### src/rtl/pths_pkg.sv
// Shared types and constants for the point target hit search block.
// Item and result structs, command/status structs, codes and widths.
// No dependencies.
`timescale 1ns / 1ps
`default_nettype none

package pths_pkg;

    localparam int MAX_POINTS = 64;
    localparam int COORD_BITS = 24;
    localparam int FRAC_BITS  = 8;

    localparam int SLOT_W = 6;
    localparam int CNT_W  = 7;
    localparam int ADDR_W = (MAX_POINTS > 1) ? $clog2(MAX_POINTS) : 1;
    localparam int PTR_W  = $clog2(MAX_POINTS + 1);
    localparam int WIDE_W = (PTR_W > SLOT_W) ? PTR_W : SLOT_W;

    localparam int DIFF_W = COORD_BITS + 1;
    localparam int MAG_W  = FRAC_BITS + 1;
    localparam int SQ_W   = 2 * MAG_W;
    localparam int SUM_W  = SQ_W + 1;

    localparam logic [DIFF_W-1:0] ONE_FIXED = DIFF_W'(1 << FRAC_BITS);
    localparam logic [SUM_W-1:0]  ONE_SQ    = SUM_W'(1 << (2 * FRAC_BITS));

    typedef enum logic [1:0] {
        K_APPEND = 2'd0,
        K_QUERY  = 2'd1,
        K_REMOVE = 2'd2,
        K_CLEAR  = 2'd3
    } t_kind;

    typedef enum logic [1:0] {
        ST_OK       = 2'd0,
        ST_FULL     = 2'd1,
        ST_BAD_SLOT = 2'd2,
        ST_SPARE    = 2'd3
    } t_status;

    typedef logic signed [COORD_BITS-1:0] t_coord;

    typedef struct packed {
        t_kind              kind;
        t_coord             pos_x;
        t_coord             pos_y;
        logic [SLOT_W-1:0]  slot;
    } t_item;

    typedef struct packed {
        logic               hit;
        logic [SLOT_W-1:0]  hit_slot;
        logic [CNT_W-1:0]   count_now;
        t_status            status;
    } t_result;

    typedef struct packed {
        t_coord x;
        t_coord y;
    } t_point;

    typedef struct packed {
        logic cap;
        logic append;
        logic scan_step;
        logic shift_step;
        logic count_dec;
        logic count_clr;
        logic emit;
    } t_cmd;

    typedef struct packed {
        logic ptr_end;
        logic found;
        logic pipe_busy;
        logic ok;
    } t_stat;

endpackage

`default_nettype wire

### src/rtl/pths_ctrl.sv
// Sequencer for the point target hit search block.
// Decodes the item kind and steps the datapath through append/scan/shift/clear.
// Depends on pths_pkg.
`timescale 1ns / 1ps
`default_nettype none

module pths_ctrl import pths_pkg::*; (
    input  wire logic  i_clk,
    input  wire logic  i_rst_n,
    input  wire logic  start,
    input  wire t_kind i_kind,
    input  wire t_stat i_stat,
    output logic       busy,
    output t_cmd       o_cmd
);

    typedef enum logic [2:0] {
        S_IDLE,
        S_APPEND,
        S_SCAN,
        S_DRAIN,
        S_SHIFT,
        S_SHIFT_END,
        S_CLEAR,
        S_DONE
    } t_state;

    t_state r_state;
    t_state n_state;

    always_comb begin
        n_state = r_state;
        o_cmd   = '0;
        unique case (r_state)
            S_IDLE: begin
                if (start) begin
                    o_cmd.cap = 1'b1;
                    unique case (i_kind)
                        K_APPEND: n_state = S_APPEND;
                        K_QUERY:  n_state = S_SCAN;
                        K_REMOVE: n_state = S_SHIFT;
                        K_CLEAR:  n_state = S_CLEAR;
                        default:  n_state = S_CLEAR;
                    endcase
                end
            end
            S_APPEND: begin
                o_cmd.append = 1'b1;
                n_state      = S_DONE;
            end
            S_SCAN: begin
                if (i_stat.ptr_end || i_stat.found) begin
                    n_state = S_DRAIN;
                end else begin
                    o_cmd.scan_step = 1'b1;
                end
            end
            S_DRAIN: begin
                if (!i_stat.pipe_busy) begin
                    n_state = S_DONE;
                end
            end
            S_SHIFT: begin
                if (!i_stat.ok) begin
                    n_state = S_DONE;
                end else if (i_stat.ptr_end) begin
                    n_state = S_SHIFT_END;
                end else begin
                    o_cmd.shift_step = 1'b1;
                end
            end
            S_SHIFT_END: begin
                o_cmd.count_dec = 1'b1;
                n_state         = S_DONE;
            end
            S_CLEAR: begin
                o_cmd.count_clr = 1'b1;
                n_state         = S_DONE;
            end
            S_DONE: begin
                o_cmd.emit = 1'b1;
                n_state    = S_IDLE;
            end
            default: n_state = S_IDLE;
        endcase
    end

    always_ff @(posedge i_clk) begin
        if (!i_rst_n) begin
            r_state <= S_IDLE;
        end else begin
            r_state <= n_state;
        end
    end

    assign busy = (r_state != S_IDLE);

endmodule

`default_nettype wire

### src/rtl/pths_dp.sv
// Datapath for the point target hit search block: target table memory,
// scan pointer, distance pipeline (diff, square, sum/compare), result register.
// Depends on pths_pkg.
`timescale 1ns / 1ps
`default_nettype none

module pths_dp import pths_pkg::*; (
    input  wire logic  i_clk,
    input  wire logic  i_rst_n,
    input  wire t_item i_item,
    input  wire t_cmd  i_cmd,
    output t_stat      o_stat,
    output logic       o_valid,
    output t_result    o_result
);

    t_point              r_mem [MAX_POINTS];
    t_point              r_rd_data;
    t_coord              r_qx;
    t_coord              r_qy;
    t_status             r_status;
    logic [PTR_W-1:0]    r_count;
    logic [PTR_W-1:0]    r_ptr;

    logic [ADDR_W-1:0]   r_p0_idx;
    logic                r_p0_cmp;
    logic                r_p0_mov;
    logic signed [DIFF_W-1:0] r_dx;
    logic signed [DIFF_W-1:0] r_dy;
    logic [ADDR_W-1:0]   r_p1_idx;
    logic                r_p1_vld;
    logic [SQ_W-1:0]     r_sqx;
    logic [SQ_W-1:0]     r_sqy;
    logic                r_far;
    logic [ADDR_W-1:0]   r_p2_idx;
    logic                r_p2_vld;
    logic                r_found;
    logic [ADDR_W-1:0]   r_hit_idx;
    logic                r_valid;
    t_result             r_result;

    logic [PTR_W-1:0]    n_count;
    logic [PTR_W-1:0]    n_ptr;
    t_status             n_status;
    logic [DIFF_W-1:0]   n_magx;
    logic [DIFF_W-1:0]   n_magy;
    logic [SUM_W-1:0]    n_sum;
    logic                n_near;
    logic                rd_en;

    assign rd_en = i_cmd.scan_step || i_cmd.shift_step;

    always_comb begin
        unique case (i_item.kind)
            K_APPEND: n_status = (r_count == PTR_W'(MAX_POINTS)) ? ST_FULL : ST_OK;
            K_REMOVE: n_status = (WIDE_W'(i_item.slot) >= WIDE_W'(r_count)) ?
                                 ST_BAD_SLOT : ST_OK;
            default:  n_status = ST_OK;
        endcase
    end

    always_comb begin
        n_count = r_count;
        if (i_cmd.count_clr) begin
            n_count = '0;
        end else if (i_cmd.count_dec) begin
            n_count = r_count - 1'b1;
        end else if (i_cmd.append && r_status == ST_OK) begin
            n_count = r_count + 1'b1;
        end
    end

    always_comb begin
        n_ptr = r_ptr;
        if (i_cmd.cap) begin
            n_ptr = (i_item.kind == K_REMOVE) ?
                    PTR_W'(WIDE_W'(i_item.slot) + 1'b1) : '0;
        end else if (rd_en) begin
            n_ptr = r_ptr + 1'b1;
        end
    end

    assign n_magx = r_dx[DIFF_W-1] ? $unsigned(-r_dx) : $unsigned(r_dx);
    assign n_magy = r_dy[DIFF_W-1] ? $unsigned(-r_dy) : $unsigned(r_dy);
    assign n_sum  = SUM_W'(r_sqx) + SUM_W'(r_sqy);
    assign n_near = r_p2_vld && !r_far && (n_sum <= ONE_SQ);

    // table memory: one write port, one registered read port
    always_ff @(posedge i_clk) begin
        if (i_cmd.append && r_status == ST_OK) begin
            r_mem[ADDR_W'(r_count)] <= '{x: r_qx, y: r_qy};
        end else if (r_p0_mov) begin
            r_mem[r_p0_idx - 1'b1] <= r_rd_data;
        end
        if (rd_en) begin
            r_rd_data <= r_mem[ADDR_W'(r_ptr)];
        end
    end

    // payload
    always_ff @(posedge i_clk) begin
        if (i_cmd.cap) begin
            r_qx     <= i_item.pos_x;
            r_qy     <= i_item.pos_y;
            r_status <= n_status;
        end
        r_p0_idx <= ADDR_W'(r_ptr);
        r_dx     <= DIFF_W'(r_qx) - DIFF_W'(r_rd_data.x);
        r_dy     <= DIFF_W'(r_qy) - DIFF_W'(r_rd_data.y);
        r_p1_idx <= r_p0_idx;
        r_far    <= (n_magx > ONE_FIXED) || (n_magy > ONE_FIXED);
        r_sqx    <= n_magx[MAG_W-1:0] * n_magx[MAG_W-1:0];
        r_sqy    <= n_magy[MAG_W-1:0] * n_magy[MAG_W-1:0];
        r_p2_idx <= r_p1_idx;
        if (i_cmd.emit) begin
            r_result.hit       <= r_found;
            r_result.hit_slot  <= SLOT_W'(r_hit_idx);
            r_result.count_now <= CNT_W'(r_count);
            r_result.status    <= r_status;
        end
    end

    // control
    always_ff @(posedge i_clk) begin
        if (!i_rst_n) begin
            r_count   <= '0;
            r_ptr     <= '0;
            r_p0_cmp  <= 1'b0;
            r_p0_mov  <= 1'b0;
            r_p1_vld  <= 1'b0;
            r_p2_vld  <= 1'b0;
            r_found   <= 1'b0;
            r_hit_idx <= '0;
            r_valid   <= 1'b0;
        end else begin
            r_count  <= n_count;
            r_ptr    <= n_ptr;
            r_p0_cmp <= i_cmd.scan_step;
            r_p0_mov <= i_cmd.shift_step;
            r_p1_vld <= r_p0_cmp;
            r_p2_vld <= r_p1_vld;
            r_valid  <= i_cmd.emit;
            if (i_cmd.cap) begin
                r_found   <= 1'b0;
                r_hit_idx <= '0;
            end else if (n_near && !r_found) begin
                r_found   <= 1'b1;
                r_hit_idx <= r_p2_idx;
            end
        end
    end

    assign o_stat.ptr_end   = (r_ptr >= r_count);
    assign o_stat.found     = r_found;
    assign o_stat.pipe_busy = r_p0_cmp || r_p1_vld || r_p2_vld;
    assign o_stat.ok        = (r_status == ST_OK);
    assign o_valid          = r_valid;
    assign o_result         = r_result;

    a_count_range: assert property (@(posedge i_clk) disable iff (!i_rst_n)
        r_count <= PTR_W'(MAX_POINTS))
        else $error("table count above capacity");

    a_move_in_table: assert property (@(posedge i_clk) disable iff (!i_rst_n)
        r_p0_mov |-> (PTR_W'(r_p0_idx) < r_count) && (r_p0_idx != '0))
        else $error("shift transfer outside stored targets");

    a_found_holds: assert property (@(posedge i_clk) disable iff (!i_rst_n)
        r_found && !i_cmd.cap |=> r_found && $stable(r_hit_idx))
        else $error("first hit overwritten during scan");

    a_hit_ok: assert property (@(posedge i_clk) disable iff (!i_rst_n)
        r_valid && r_result.hit |-> r_result.status == ST_OK)
        else $error("hit reported with error status");

endmodule

`default_nettype wire

### src/rtl/point_target_hit_search.sv
// Top level of the point target hit search block.
// Joins the pths_ctrl sequencer and the pths_dp datapath. Depends on pths_pkg.
//
//   channel   handshake               payload            transfer when
//   item in   start / busy            i_item (t_item)    start && !busy
//   result    o_valid (1-cycle pulse) o_result (t_result) o_valid high
//
// Append, clear and a remove at an unstored slot go from their action state to done.
// Query: table reads at one per cycle into a 3-stage distance pipeline, ending at
// the count or three reads past the first hit; the pipeline drains before done.
// Remove: one entry moved per cycle through the one write port, slot + 1 to count.
// Reset empties the table; stored coordinates are not cleared. Results cannot be
// stalled; busy holds off items.
`timescale 1ns / 1ps
`default_nettype none

module point_target_hit_search import pths_pkg::*; (
    input  wire logic  i_clk,
    input  wire logic  i_rst_n,
    input  wire logic  start,
    input  wire t_item i_item,
    output logic       busy,
    output logic       o_valid,
    output t_result    o_result
);

    t_cmd  cmd;
    t_stat stat;

    pths_ctrl u_ctrl (
        .i_clk   (i_clk),
        .i_rst_n (i_rst_n),
        .start   (start),
        .i_kind  (i_item.kind),
        .i_stat  (stat),
        .busy    (busy),
        .o_cmd   (cmd)
    );

    pths_dp u_dp (
        .i_clk    (i_clk),
        .i_rst_n  (i_rst_n),
        .i_item   (i_item),
        .i_cmd    (cmd),
        .o_stat   (stat),
        .o_valid  (o_valid),
        .o_result (o_result)
    );

endmodule

`default_nettype wire
### config.mk
export PLATFORM = sky130hd
export DESIGN_NAME = point_target_hit_search
export DESIGN_NICKNAME = d
export VERILOG_FILES = /design/src/rtl/pths_pkg.sv /design/src/rtl/pths_ctrl.sv /design/src/rtl/pths_dp.sv /design/src/rtl/point_target_hit_search.sv
export SDC_FILE = /design/constraint.sdc
export NUM_CORES = 2
export LEC_CHECK = 0
export ABC_AREA = 1
export BUFFER_PORTS_ARGS = -buffer_cell sky130_fd_sc_hd__buf_4
export CAP_MARGIN = 10
export CORE_MARGIN = 4
export CORE_UTILIZATION = 55
export CTS_BUF_LIST = sky130_fd_sc_hd__clkbuf_2
export CTS_CLUSTER_DIAMETER = 80
export CTS_CLUSTER_SIZE = 28
export DETAILED_ROUTE_END_ITERATION = 8
export PLACE_DENSITY_LB_ADDON = 0.25
export SLEW_MARGIN = 20
export SYNTH_ARGS = -nofsm -noshare
export SYNTH_HDL_FRONTEND = slang
export SYNTH_SLANG_ARGS = --single-unit
### constraint.sdc
create_clock -name i_clk -period 9.9 [get_ports i_clk]
set_clock_uncertainty 0.1 [all_clocks]
set_input_delay 0.99 -clock i_clk [delete_from_list [all_inputs] [get_ports i_clk]]
set_output_delay 0.99 -clock i_clk [all_outputs]
set_load 0.005 [all_outputs]
==> qor.csv <==
stage;metric;value;unit
status;status;finished clean;
drt;highest_layer;met5;
sta;rsz0062_at_grt;no;
logic_synthesis;synth_top_family_by_area;compound AO/OA/AOI/OAI gates;
drt;met1_length;151500;um
sta;drv_slew;0;
worst_setup_path;cp_cell_sequence;nand3_1, o21ai_0, clkinv_1, nor2_1, inv_1, fa_1, inv_1, fa_1, inv_1, fa_1, fa_1, inv_1, ha_1, a21o_1, a31oi_1, inv_1, a31oi_1, o21ai_0, xor2_1;
clock_tree;cts_tree;built;
logic_synthesis;ys_warn_count;0;
sta;worst_slack;3.856;ns
placed_design;gp_congestion;0.8699;
drt;dr.first_iter.drc_count;13870;
logic_synthesis;synth-edff-count;3186;
drt;drc;0;
clock_tree;clk_pin_slew;0.48;ns
pwr;irDropWorstVdd;0.0006703;V
logic_synthesis;synth-adder-area-share;2.499;%
global_routing;grt-ovfl-total;0;
worst_setup_path;startpoint_type;flop;
logic_synthesis;synth.distinct_cells;55;
finish;drive_gt1_share;6.002;%
worst_setup_path;critPathKind;flop to flop;
placed_design;place_ws;3.903;ns
worst_setup_path;arrival;7.79;ns
logic_synthesis;synth_cells;10710;
logic_synthesis;synth_xor_area_share;0.7075;%
drt;via_per_inst;6.425;
clock_tree;holdBufCountCts;179;
sta;finalCritPeriodShare;61.05;%
worst_setup_path;critical_path.most_common_cell;inv_1;
logic_synthesis;ys.flop_type;edfxtp_1;
min_path;hp-class;flop to flop;
sta;layout_min_cycle_time;6.044;ns
logic_synthesis;async_reset_ff_share;0;%
clock_tree;clockBufferDepth;3;
floorplan;fp-row-count;182;
floorplan;die_y;505.6;um
placed_design;hpwl;213100;um
global_routing;grt_pass1_wl;567200;um
clock_tree;cts_made_buffers;146;
clock_tree;h-tree-depth;4;
floorplan;coreArea;246200;um^2
worst_setup_path;max_stage_delay;0.84;ns
logic_synthesis;synth.cell_area;136200;um^2
global_routing;track_usage;29.84;%
drt;wl_met3;47320;um
clock_tree;insertion_delay;2.03;ns
global_routing;grt_pass1_vias;84620;
logic_synthesis;synth-simple-area-share;9.405;%
floorplan;initial_core_util;55.32;%
pwr;leakagePower;47.26;nW
drt;vias;90170;
job;max_cap_violations;0;
drt;drt-pass1-iter-count;7;
floorplan;io_pins;77;
worst_setup_path;cpLargestDelayFamily;adder cells;
floorplan;die_area;255600;um^2
logic_synthesis;synthesis.nets;11000;
pwr;power.density;287.2;nW/um^2
logic_synthesis;ys_seq_elements;3318;
global_routing;antenna_found_initial;21;
worst_setup_path;cp_slowest_cell;dfxtp_1;
worst_setup_path;crit_buf_inv;6;
global_routing;grt_max_degree;201;
sta;slew-limit-headroom;10.93;%
sta;hold_viol_final;0;
finish;num-nets-final;10950;
worst_setup_path;rr_startpoint;u_dp.r_dx[24];
logic_synthesis;synth.avg_cell_area;12.71;um^2
clock_tree;post_cts_buffers;0;
sta;tns;0;ns
worst_setup_path;cp_data_required_time;11.64;ns
worst_setup_path;cp_max_fo;21;
clock_tree;post_cts_resized;0;
finish;syn2layout_area_growth;5.589;%
sta;worstMarginPinSlew;1.336;ns
sta;finalSetupViolations;0;
logic_synthesis;synth_compound_area_share;11.82;%
min_path;worstHoldStart;u_dp.r_p1_idx[2];
drt;wirelength;391300;um
logic_synthesis;ys_seq_area_share;72.19;%
floorplan;fp.dieW;505.6;um
drt;routedWlPerCell;27.88;um
worst_setup_path;end_kind;flop;
placed_design;portBuffers;76;
drt;wl_met2;179600;um
sta;fmax;165.5;MHz
clock_tree;cts_root_buf;clkbuf_2;
clock_tree;clkSinkCount;3318;
worst_setup_path;cp-startpoint;u_dp.r_dx[24];
drt;final_antenna_net_count;0;
logic_synthesis;synth_mux_area_share;0.008269;%
## placed cells by master (no fill, tap or decap), drive strengths merged, types with 4 or more instances in the layout
cell	instances
edfxtp	3186
nand2	865
o31ai	4
o21ai	1676
o22ai	476
nor2	1824
nand4	67
a21boi	5
xor2	72
clkbuf	165
diode	8
a21o	6
o211ai	97
o21bai	9
o21a	4
inv	413
a21oi	183
fa	70
nor4	9
ha	160
nand3	402
a31oi	25
o221ai	289
nor3	12
buf	282
xnor2	38
dlygate4sd3	179
dfxtp	132
bufinv	4
nand3b	11
clkinv	21
## cell usage after synthesis (all sizes together), types with 2 or more instances
| cell type | number | area [um^2] |
|---|---|---|
| a22oi | 3 | 22.52 |
| inv | 397 | 1493 |
| a21oi | 183 | 915.9 |
| edfxtp | 3186 | 95670 |
| o221ai | 289 | 2531 |
| o21bai | 9 | 67.56 |
| o311ai | 3 | 26.28 |
| o211a | 2 | 20.02 |
| dfxtp | 132 | 2643 |
| nand4 | 67 | 419.2 |
| a211oi | 3 | 22.52 |
| o22ai | 476 | 2978 |
| xnor2 | 38 | 332.8 |
| nor2 | 1824 | 6862 |
| clkbuf | 415 | 1561 |
| o211ai | 97 | 728.2 |
| o31ai | 4 | 30.03 |
| clkinv | 3 | 11.26 |
| fa | 70 | 1401 |
| nand3b | 11 | 82.58 |
| a31o | 3 | 26.28 |
| a21boi | 5 | 37.53 |
| o21a | 4 | 30.03 |
| and2 | 2 | 12.51 |
| buf | 250 | 1518 |
| o21ai | 1676 | 8407 |
| ha | 160 | 2002 |
| nand2 | 865 | 3269 |
| nand3 | 402 | 2027 |
| a21o | 6 | 45.04 |
| xor2 | 72 | 630.6 |
| nor4 | 9 | 56.30 |
| a31oi | 25 | 156.4 |
| a22o | 3 | 26.28 |
| nor3 | 12 | 60.06 |
## power by group
group          leakage (nW)  switching [mW]  total (mW)  internal (mW)
Clock                 0.921            3.95        4.58          0.628
Combinational          16.6            13.0        19.2           6.21
Sequential             29.8           0.415        17.5           17.1
## logic make-up after synthesis
kind of cell / count (synthesis)
DFF: 3318
and+or+nand+nor: 3195
AOI/OAI and AO/OA: 2794
buffers and inverters: 1065
adders and majority gates: 230
xor gates and xnor gates: 110
muxes: 1
## final timing paths
| check | endpoint | slack [ns] | cells past startpoint |
|---|---|---|---|
| hold / removal | u_dp.r_p2_idx[2] | 0.23 | 0 |
| setup / recovery | u_dp.r_sqx[14] | 3.86 | 19 |
| setup reg to reg | u_dp.r_sqx[14] | 3.86 | 19 |
| hold reg to reg | u_dp.r_p2_idx[2] | 0.23 | 0 |
## final cells by class
class,instances,area (um^2)
diodes,8,20.02
clock buffers,165,825.8
clock inverters,39,481.7
fillers,19260,102400
inverters,400,1546
multi-input cells,6330,34350
flip-flops and latches,3318,98330
well taps,3312,4144
repair buffers,461,4096
## flip-flops by register name, indices dropped and copies added (netlist names), 2 cells and up
| signal | cells |
|---|---|
| u_dp.r_ptr | 7 |
| u_dp.r_sqx | 17 |
| u_dp.r_hit_idx | 6 |
| u_dp.r_dy | 25 |
| u_dp.r_p1_idx | 6 |
| u_dp.r_p0_idx | 6 |
| u_dp.r_count | 7 |
| u_dp.r_qy | 24 |
| u_dp.r_sqy | 17 |
| u_dp.o_result | 16 |
| u_dp.r_status | 2 |
| u_dp.r_mem | 3072 |
| u_dp.r_rd_data | 48 |
| u_dp.r_qx | 24 |
| u_ctrl.r_state | 3 |
| u_dp.r_p2_idx | 6 |
| u_dp.r_dx | 25 |
## stage by stage
step	std cells	hold WS, ns	util, %	total power, mW	area (um^2)
6_report	14030	0.2316	58.41	41.30	143800
5_1_grt	14030	0.1103	58.41	44.27	143800
4_1_cts	14030	0.006198	58.41	41.30	143800
3_5_place_dp	13640	0.2136	57.15	36.79	140700
3_3_place_gp	13640	0.2133	57.15	36.66	140700
2_1_floorplan	10710	0.2096	-	31.16	136200
## layer usage
| layer | vias to the layer above | GRT usage [%] |
|---|---|---|
| met4 | 8 | 9.232 |
| met2 | 5569 | 46.38 |
| met1 | 44760 | 42.69 |
| met3 | 703 | 6.230 |
| met5 | - | 0 |
| li1 | 39120 | - |
## worst reg2reg max path: stages (launching register included)
cell	delay, ns
dfxtp_1	0.84
nand3_1	0.15
o21ai_0	0.29
clkinv_1	0.50
nor2_1	0.25
inv_1	0.08
fa_1	0.60
inv_1	0.08
fa_1	0.50
inv_1	0.06
fa_1	0.49
fa_1	0.49
inv_1	0.04
ha_1	0.34
a21o_1	0.18
a31oi_1	0.28
inv_1	0.10
a31oi_1	0.22
o21ai_0	0.13
xor2_1	0.15
Power figures use the tool's default switching activity.
